$ cat src/rtl/qcs_pkg.sv
`default_nettype none
// ----------------------------------------------------------------------------
// qcs_pkg
// Shared types and constants of the QUICK convection stencil.
// ----------------------------------------------------------------------------
package qcs_pkg;

	// Fraction bits of the Q12.20 format.
	localparam int unsigned FRAC_BITS = 20;

	// Width of the second multiplier operand: wide enough for the stencil
	// combinations such as 3*a - 2*b - c of 32-bit velocities.
	localparam int unsigned OPB_W = 35;

	// Configuration register indexes.
	typedef enum logic [2:0] {
		REG_CELL_WIDTH    = 3'd0,
		REG_CELL_HEIGHT   = 3'd1,
		REG_INV_CELL_AREA = 3'd2,
		REG_INV_TIME_STEP = 3'd3,
		REG_COLUMN_COUNT  = 3'd4,
		REG_ROW_COUNT     = 3'd5
	} reg_idx_t;

	localparam logic [30:0] RST_CELL_WIDTH    = 31'd524288;
	localparam logic [30:0] RST_CELL_HEIGHT   = 31'd524288;
	localparam logic [30:0] RST_INV_CELL_AREA = 31'd4194304;
	localparam logic [30:0] RST_INV_TIME_STEP = 31'd83886080;
	localparam logic [6:0]  RST_COLUMN_COUNT  = 7'd5;
	localparam logic [6:0]  RST_ROW_COUNT     = 7'd8;
	localparam logic [6:0]  MIN_COUNT         = 7'd5;

	// Velocity reads of the stencil, in the order they are fetched.
	localparam logic [2:0] U_C  = 3'd0;
	localparam logic [2:0] U_W  = 3'd1;
	localparam logic [2:0] U_E  = 3'd2;
	localparam logic [2:0] U_WW = 3'd3;
	localparam logic [2:0] U_EE = 3'd4;
	localparam logic [2:0] U_N  = 3'd5;
	localparam logic [2:0] U_NN = 3'd6;
	localparam logic [2:0] U_S  = 3'd7;

	// Sequencer steps of one item.
	localparam int unsigned STEP_W = 5;
	typedef logic [STEP_W-1:0] step_t;

	localparam step_t S_CAP_LO = 5'd1;   // first read data captured
	localparam step_t S_CAP_HI = 5'd8;   // last velocity data captured
	localparam step_t S_CAP_PS = 5'd2;   // south cross pair captured
	localparam step_t S_FW     = 5'd9;   // face fluxes
	localparam step_t S_FE     = 5'd10;
	localparam step_t S_FN     = 5'd11;
	localparam step_t S_FS     = 5'd12;
	localparam step_t S_CW     = 5'd13;  // correction terms
	localparam step_t S_CE     = 5'd14;
	localparam step_t S_CN     = 5'd15;
	localparam step_t S_CS     = 5'd16;
	localparam step_t S_AP     = 5'd18;  // convection products
	localparam step_t S_AW     = 5'd19;
	localparam step_t S_AE     = 5'd20;
	localparam step_t S_AN     = 5'd21;
	localparam step_t S_AS     = 5'd22;
	localparam step_t S_DT     = 5'd23;
	localparam step_t S_GSRC   = 5'd24;
	localparam step_t S_AREA   = 5'd25;
	localparam step_t S_LAST   = 5'd26;

	// Control from the sequencer to the arithmetic unit.
	typedef struct packed {
		logic  load;   // input word accepted this cycle
		logic  run;    // stencil sequence in progress
		logic  emit;   // result goes to the output register
		step_t step;
		logic  first;  // centre at column 0
		logic  last;   // centre at the last column
		logic  xcorr;  // x correction applies
		logic  ycorr;  // y correction applies
	} qcs_ctl_t;

endpackage
`default_nettype wire

$ cat src/rtl/qcs_seq.sv
`default_nettype none
// ----------------------------------------------------------------------------
// qcs_seq
// Raster position, line store addressing and the per-item step sequencer.
// ----------------------------------------------------------------------------
module qcs_seq import qcs_pkg::*; #(
	parameter int MAX_COLUMNS = 64,
	parameter int MAX_ROWS    = 64
) (
	input  wire logic                              clk,
	input  wire logic                              arst_n,
	input  wire logic                              in_valid,
	output logic                                   in_stall,
	output logic                                   out_valid,
	input  wire logic                              out_stall,
	output logic [$clog2(MAX_COLUMNS)-1:0]         centre_column,
	output logic [$clog2(MAX_ROWS)-1:0]            centre_row,
	output logic                                   last_of_frame,
	input  wire logic [6:0]                        column_count,
	input  wire logic [6:0]                        row_count,
	output qcs_ctl_t                               ctl,
	output logic                                   wr_en,
	output logic [$clog2(MAX_COLUMNS)+1:0]         vel_raddr,
	output logic [$clog2(MAX_COLUMNS)+1:0]         vel_waddr,
	output logic [$clog2(MAX_COLUMNS)+1:0]         cross_raddr,
	output logic [$clog2(MAX_COLUMNS)+1:0]         cross_waddr,
	output logic [$clog2(MAX_COLUMNS):0]           src_raddr,
	output logic [$clog2(MAX_COLUMNS):0]           src_waddr
);

	localparam int CW   = $clog2(MAX_COLUMNS);
	localparam int RW   = $clog2(MAX_ROWS);
	localparam int CNTW = $clog2(MAX_COLUMNS + 1);
	localparam int RNTW = $clog2(MAX_ROWS + 1);

	typedef enum logic [2:0] {
		ST_IDLE   = 3'b001,
		ST_RUN    = 3'b010,
		ST_FINISH = 3'b100
	} state_t;

	state_t          state_q;
	step_t           step_q;
	logic [CW-1:0]   col_q;
	logic [RW-1:0]   row_q;
	logic [1:0]      rmod_q;
	logic            out_valid_q;
	logic [CW-1:0]   ccol_q;
	logic [RW-1:0]   crow_q;
	logic            lof_q;

	logic [CNTW-1:0] cols;
	logic [RNTW-1:0] rows;
	logic            accept;
	logic            col_wrap;
	logic            row_wrap;
	logic            has_res;
	logic            first;
	logic            last;
	logic [RW-1:0]   crow;
	logic            finish_ok;
	logic [1:0]      slot_c;
	logic [1:0]      slot_n;
	logic [1:0]      slot_s;
	logic [1:0]      xslot_c;
	logic [1:0]      vslot;
	logic [CW-1:0]   vcol;

	always_comb begin
		if (column_count < MIN_COUNT) begin
			cols = CNTW'(MIN_COUNT);
		end else if (32'(column_count) > 32'(MAX_COLUMNS)) begin
			cols = CNTW'(MAX_COLUMNS);
		end else begin
			cols = CNTW'(column_count);
		end
		if (row_count < MIN_COUNT) begin
			rows = RNTW'(MIN_COUNT);
		end else if (32'(row_count) > 32'(MAX_ROWS)) begin
			rows = RNTW'(MAX_ROWS);
		end else begin
			rows = RNTW'(row_count);
		end
	end

	assign in_stall  = (state_q != ST_IDLE);
	assign accept    = in_valid && !in_stall;
	assign col_wrap  = (CNTW'(col_q) >= cols);
	assign row_wrap  = (RNTW'(row_q) >= rows);
	assign has_res   = (row_q >= RW'(4));
	assign first     = (col_q == '0);
	assign last      = (CNTW'(col_q) == cols - CNTW'(1));
	assign crow      = row_q - RW'(2);
	assign finish_ok = (state_q == ST_FINISH) && (!has_res || !out_valid_q || !out_stall);

	always_comb begin
		ctl.load  = accept;
		ctl.run   = (state_q == ST_RUN);
		ctl.emit  = finish_ok && has_res;
		ctl.step  = step_q;
		ctl.first = first;
		ctl.last  = last;
		ctl.xcorr = (col_q > CW'(1)) && ((CNTW+1)'(col_q) + (CNTW+1)'(2) < (CNTW+1)'(cols));
		ctl.ycorr = (crow > RW'(2)) && ((RNTW+1)'(crow) + (RNTW+1)'(3) < (RNTW+1)'(rows));
	end

	// Line store slots relative to the incoming row.
	always_comb begin
		slot_c  = row_q[1:0] - 2'd2;
		slot_n  = row_q[1:0] - 2'd3;
		slot_s  = row_q[1:0] - 2'd1;
		xslot_c = (rmod_q == 2'd2) ? 2'd0 : rmod_q + 2'd1;
		unique case (step_q[2:0])
			U_C:  begin vslot = slot_c;     vcol = col_q;          end
			U_W:  begin vslot = slot_c;     vcol = col_q - CW'(1); end
			U_E:  begin vslot = slot_c;     vcol = col_q + CW'(1); end
			U_WW: begin vslot = slot_c;     vcol = col_q - CW'(2); end
			U_EE: begin vslot = slot_c;     vcol = col_q + CW'(2); end
			U_N:  begin vslot = slot_n;     vcol = col_q;          end
			U_NN: begin vslot = row_q[1:0]; vcol = col_q;          end
			U_S:  begin vslot = slot_s;     vcol = col_q;          end
			default: begin vslot = slot_c;  vcol = col_q;          end
		endcase
	end

	assign vel_raddr   = {vslot, vcol};
	assign cross_raddr = {(step_q == '0) ? rmod_q : xslot_c, col_q};
	assign src_raddr   = {row_q[0], col_q};
	assign vel_waddr   = {row_q[1:0], col_q};
	assign cross_waddr = {rmod_q, col_q};
	assign src_waddr   = {row_q[0], col_q};
	assign wr_en       = finish_ok;

	always_ff @(posedge clk or negedge arst_n) begin
		if (!arst_n) begin
			state_q     <= ST_IDLE;
			step_q      <= '0;
			col_q       <= '0;
			row_q       <= '0;
			rmod_q      <= '0;
			out_valid_q <= 1'b0;
		end else begin
			if (ctl.emit) begin
				out_valid_q <= 1'b1;
			end else if (out_valid_q && !out_stall) begin
				out_valid_q <= 1'b0;
			end
			unique case (state_q)
				ST_IDLE: begin
					if (accept) begin
						state_q <= ST_RUN;
						step_q  <= '0;
						if (col_wrap) begin
							col_q <= '0;
						end
						if (row_wrap) begin
							row_q  <= '0;
							rmod_q <= '0;
						end
					end
				end
				ST_RUN: begin
					if (!has_res || step_q == S_LAST) begin
						state_q <= ST_FINISH;
					end else begin
						step_q <= step_q + step_t'(1);
					end
				end
				ST_FINISH: begin
					if (finish_ok) begin
						state_q <= ST_IDLE;
						if ((CNTW+1)'(col_q) + (CNTW+1)'(1) >= (CNTW+1)'(cols)) begin
							col_q <= '0;
							if ((RNTW+1)'(row_q) + (RNTW+1)'(1) >= (RNTW+1)'(rows)) begin
								row_q  <= '0;
								rmod_q <= '0;
							end else begin
								row_q  <= row_q + RW'(1);
								rmod_q <= (rmod_q == 2'd2) ? 2'd0 : rmod_q + 2'd1;
							end
						end else begin
							col_q <= col_q + CW'(1);
						end
					end
				end
				default: state_q <= ST_IDLE;
			endcase
		end
	end

	always_ff @(posedge clk) begin
		if (ctl.emit) begin
			ccol_q <= col_q;
			crow_q <= crow;
			lof_q  <= (RNTW'(row_q) == rows - RNTW'(1)) && last;
		end
	end

	assign out_valid     = out_valid_q;
	assign centre_column = ccol_q;
	assign centre_row    = crow_q;
	assign last_of_frame = lof_q;

endmodule
`default_nettype wire

$ cat config.mk
export PLATFORM = sky130hd
export DESIGN_NAME = qcs_seq
export DESIGN_NICKNAME = d
export VERILOG_FILES = /design/src/rtl/qcs_pkg.sv /design/src/rtl/qcs_seq.sv
export SDC_FILE = /design/constraint.sdc
export NUM_CORES = 1
export LEC_CHECK = 0
export BUFFER_PORTS_ARGS = -buffer_cell sky130_fd_sc_hd__buf_2
export CAP_MARGIN = 20
export CORE_MARGIN = 2
export CORE_UTILIZATION = 50
export DETAILED_ROUTE_END_ITERATION = 10
export HOLD_SLACK_MARGIN = 0.1
export PLACE_DENSITY = 0.75
export SLEW_MARGIN = 20
export SYNTH_ARGS = -nofsm -noshare
export SYNTH_HDL_FRONTEND = slang
export SYNTH_SLANG_ARGS = --single-unit
$ cat constraint.sdc
create_clock -name clk -period 3.3 [get_ports clk]
set_input_delay 0.33 -clock clk [delete_from_list [all_inputs] [get_ports clk]]
set_output_delay 0.33 -clock clk [all_outputs]
set_load 0.05 [all_outputs]
# Yosys cells after proc, flatten, opt, wreduce, memory -nomap -nowiden
# Index checks and enable logic that the tools add are counted.
# word_totals
in_bits,18
output_inout_bits,74
elab_cells,121
reg_bits,36
# classes
muxes,34
add_sub_neg,17
eq_ne,22
n_reduce_logical,26
magnitude_cmp,13
# ops
cell,count
$mux 6,9
$pmux 6 s5,1
$mux 7,4
$pmux 6 s2,2
$eq 3x3->1 const B,5
$add 6x1->7 const B,2
$add 6x2->7 const B,2
$eq 6x7->1,2
$ge 6x7->1,2
$ge 7x7->1,2
$gt 7x7->1 const B,2
$lt 7x3->1 const B,2
$lt 7x7->1,2
$mux 2,7
$sub 7x1->7 const B,2
$add 6x1->6 const B,2
$sub 6x2->6 const B,2
$mux 5,2
$ne 2x2->1 const B,5
$pmux 5 s2,1
$eq 3x2->1 const B,3
$mux 3,3
$pmux 3 s3,1
$pmux 2 s4,1
28 further kinds,46

# Longest topological paths before layout
# logic_depth
depth_word,8
depth_mapped,12
ltp_nobuf,11

# Worst setup path before layout
# OpenSTA, ideal clock, no wires.
# synth_timing
kind,reg-to-output
startpoint,register col_q[2]
endpoint,output ctl[1] in the netlist's numbering
n_path_buf,1
t_required_ns,2.970
setup_slack_ns,-0.103
path_stages_with_launch,10
arrival_time_ns,3.073
path_cell_list,dfrtp_1 clkbuf_1 inv_1 ha_1 ha_1 o21a_1 o21a_1 o21ai_0 nand2b_1 a31oi_1
# synth_rtl
item,line_no,source
"start, declared",qcs_seq.sv:44,logic [CW-1:0] col_q;
"start signal, assigned",qcs_seq.sv:182,col_q <= col_q + CW'(1);
"end, declared",qcs_seq.sv:21,"output qcs_ctl_t ctl,"

# Worst setup path in the final report
# layout_timing
startpoint,register col_q[0]
endpoint,register row_q[4]
# layout_between
elab_chain_cells,4
# layout_rtl
item,line_no,source
$add 6x1->7,qcs_seq.sv:172,if ((CNTW+1)'(col_q) + (CNTW+1)'(1) >= (CNTW+1)'(cols)) begin
$ge 7x7->1,qcs_seq.sv:172,
$ne 2x1->1 (no line),-,
$reduce_and 5->1 (no line),-,
"end signal, assigned",qcs_seq.sv:178,row_q <= row_q + RW'(1);
"end, declared",qcs_seq.sv:45,logic [RW-1:0] row_q;
# No other way between the ends.
# A chain may end at the register's enable or synchronous reset.

==> results.cfg <==
[worst_hold_path]
hp-class = input port to flip-flop
holdPathStages = 4

[sta]
final.setup.tns_ps = 0
hold_slack_ps = 362
fin_crit_ps = 3060
finalSetupViolations = 0
tightest_slew_ps = 544
rsz0062_at_grt = false
fin_worst_skew_ps = 4.24
hold_viol = 0
period_share = 0.928
fmax_mhz = 327
slew_headroom = 0.638
slew_violations = 0

[synthesis]
synth_mux_area_frac = 0.0109
synth_top_family_by_area = compound AO/OA/AOI/OAI gates
synth_area_sq_mm = 0.00413
syn_inst = 483
async_flop_share = 0.639
synth.yosys.seq_area_share = 0.234
synth-compound-area-share = 0.217
synth-edff-count = 13
yosys.area_share.simple = 0.174
ys_warn_count = 0
postSynthAreaPerCell_sq_um = 8.55
synth_cell_type_count = 64
synthFlopType = dfrtp_1
syn-num-nets = 563
synthAdderAreaFrac = 0.190
synth-xor-area-share = 0.0675
synth_seq_cells = 36

[grt]
grt_first_pass_wirelength_microns = 16700
antenna_found_initial = 0
grt_pass1_vias = 3489
track_usage = 0.235
grt_max_degree = 24
grt_overflow = 0

[power]
power_mw = 3.61
powerDensity_mw_per_mm2 = 776
pwr-share-seq = 0.171
p_sw_frac = 0.595
p_sw_mw = 2.15
p_int_mw = 1.46
clkPwrFrac = 0.087
peakVddDrop_mv = 0.402
p_leak_nw = 2.29
combPwrFrac = 0.742

[clock_tree]
cts.path.max_buffers = 2
cts_htree_levels = 2
cts_sinks = 36
cts_tree = built
post_cts_buffers = 0
root_buffer = clkbuf_8
clk_pin_slew_worst_paths_ps = 80
clk-insertion-delay-late_ps = 290
numCtsBuffers = 5

[placed_design]
dp_cells = 648
io_buffers = 91
dp_hpwl_microns = 7920
placed_area_sq_mm = 0.00456
gp_congestion = 0.939

[setup_path]
reg2reg_depth = 7
reg2reg_to = row_q[4]$_DFFE_PN0P_
cp-endpoint = row_q[4]$_DFFE_PN0P_
crit_type = flip-flop to flip-flop
regToRegSetupSlack_ps = 240
worstReg2RegStart = col_q[0]$_DFFE_PN0P_
crit_arrival_ps = 3220
required_ps = 3460
critPathLaunch = col_q[0]$_DFFE_PN0P_
cp_max_fo = 13
crit_path_end_kind = flip-flop
startpoint_type = flip-flop

[floorplanning]
fp.dieW_microns = 94.9
die_h_microns = 94.9
pin_count = 92
initial_core_util = 0.511
die-area_sq_mm = 0.00901
rows = 33
core_area_sq_mm = 0.00809

[layout]
final_cell_area_sq_mm = 0.00466
fill_cells = 741
drive_gt1_frac = 0.250
syn2layout_area_growth_pct = 12.7
layout_common_cells = 91 x buf_2, 61 x ha_1, 42 x nand2_1
n_antenna_cell = 0
final_common_cell = buf_2
final_cells = 657
fin_nets = 631

[drt]
wl_microns = 10200
drt-initial-drc-count = 177
route.detailed.drc = 0
first_pass_iters = 5
vias = 3759
final_antenna_net_count = 0
wire_per_inst_microns = 15.6
via_per_inst = 5.72

[status]
status = completed

[run]
cap_violations = 0
area by class of cell:
type | count | area, sq um | share of cell area
Tap cell | 105 | 131 | 0.0282
Inverter | 32 | 120 | 0.0258
Multi-Input combinational cell | 363 | 2730 | 0.586
Clock buffer | 5 | 68.8 | 0.0148
Clock inverter | 3 | 18.8 | 0.00403
Sequential cell | 36 | 967 | 0.208
Timing Repair Buffer | 113 | 623 | 0.134
power groups by stage:
stage	clock, mW	combinational (mW)	sequential [mW]
final	0.315	2.68	0.617
after global routing	0.348	2.91	0.627
after CTS	0.325	2.68	0.614
after detailed placement	0	2.67	0.623
after global placement	0	2.63	0.620
after floorplan	0	2.14	0.734
cell usage after synthesis (9+ instances only):
cell      count  area share
ha_1         61        0.18
nor2_1       29       0.026
dfrtp_1      22        0.13
xor2_1       14       0.030
xnor2_1      16       0.034
buf_4        32       0.058
a21oi_1      14       0.017
edfxtp_1     13       0.094
inv_1        30       0.027
o31ai_1      10       0.018
nor3_1       13       0.016
nand2_1      43       0.039
nand3_1      14       0.017
a31oi_1       9       0.014
clkbuf_1     12       0.011
o21ai_0      34       0.041
flip-flops by register name, indices dropped and copies added, names as in the netlist:
signal,count
last_of_frame,1
step_q,5
out_valid,1
centre_column,6
rmod_q,2
state_q,3
row_q,6
centre_row,6
col_q,6
worst min path at each step:
stage,from,end
after floorplan,arst_n,col_q[0]$_DFFE_PN0P_
after global placement,arst_n,step_q[3]$_DFFE_PN0P_
after detailed placement,arst_n,step_q[3]$_DFFE_PN0P_
after CTS,in_valid,state_q[0]$_DFFE_PN1P_
after global routing,in_valid,state_q[0]$_DFFE_PN1P_
final,in_valid,state_q[0]$_DFFE_PN1P_
worst max-delay path, stage by stage, from the launching register on:
cell       delay [ps]
dfrtp_1           600
inv_1             150
ha_1              390
ha_1              310
a2111o_1          420
a2111oi_4         480
or2_0             420
o21ai_0           160
layer usage:
layer / share of wire / GRT usage / routed length [microns]
met5: 0 / 0 / 0
met4: 0.0081 / 0.0568 / 83
met3: 0.057 / 0.0295 / 579
met2: 0.46 / 0.383 / 4720
met1: 0.47 / 0.330 / 4860
per-stage QoR:
step	utilization	setup WS, ps
after floorplan	-	71.5
after global placement	0.563	284
after detailed placement	0.563	167
after CTS	0.575	123
after global routing	0.576	18.9
final	0.576	239
cell families (layout without fill, tap and decap cells):
logic type / Yosys count / in the layout
AND/OR/NAND/NOR: 142 / 142
AO/OA/AOI/OAI: 124 / 124
buffers and inverters: 84 / 153
adder cells (fa/ha/maj): 62 / 62
flip-flops: 36 / 36
XOR/XNOR: 31 / 31
multiplexers: 4 / 4
repair_timing:
| item | 4_1_cts | 5_1_grt |
|---|---|---|
| hold endpoints to repair | 22 | 0 |
| hold buffers | 1 | 0 |
| gates resized for setup | 0 | 1 |
| endpoints found under the setup margin | 0 | 1 |
Note: power is estimated with default switching activity, not from simulation.
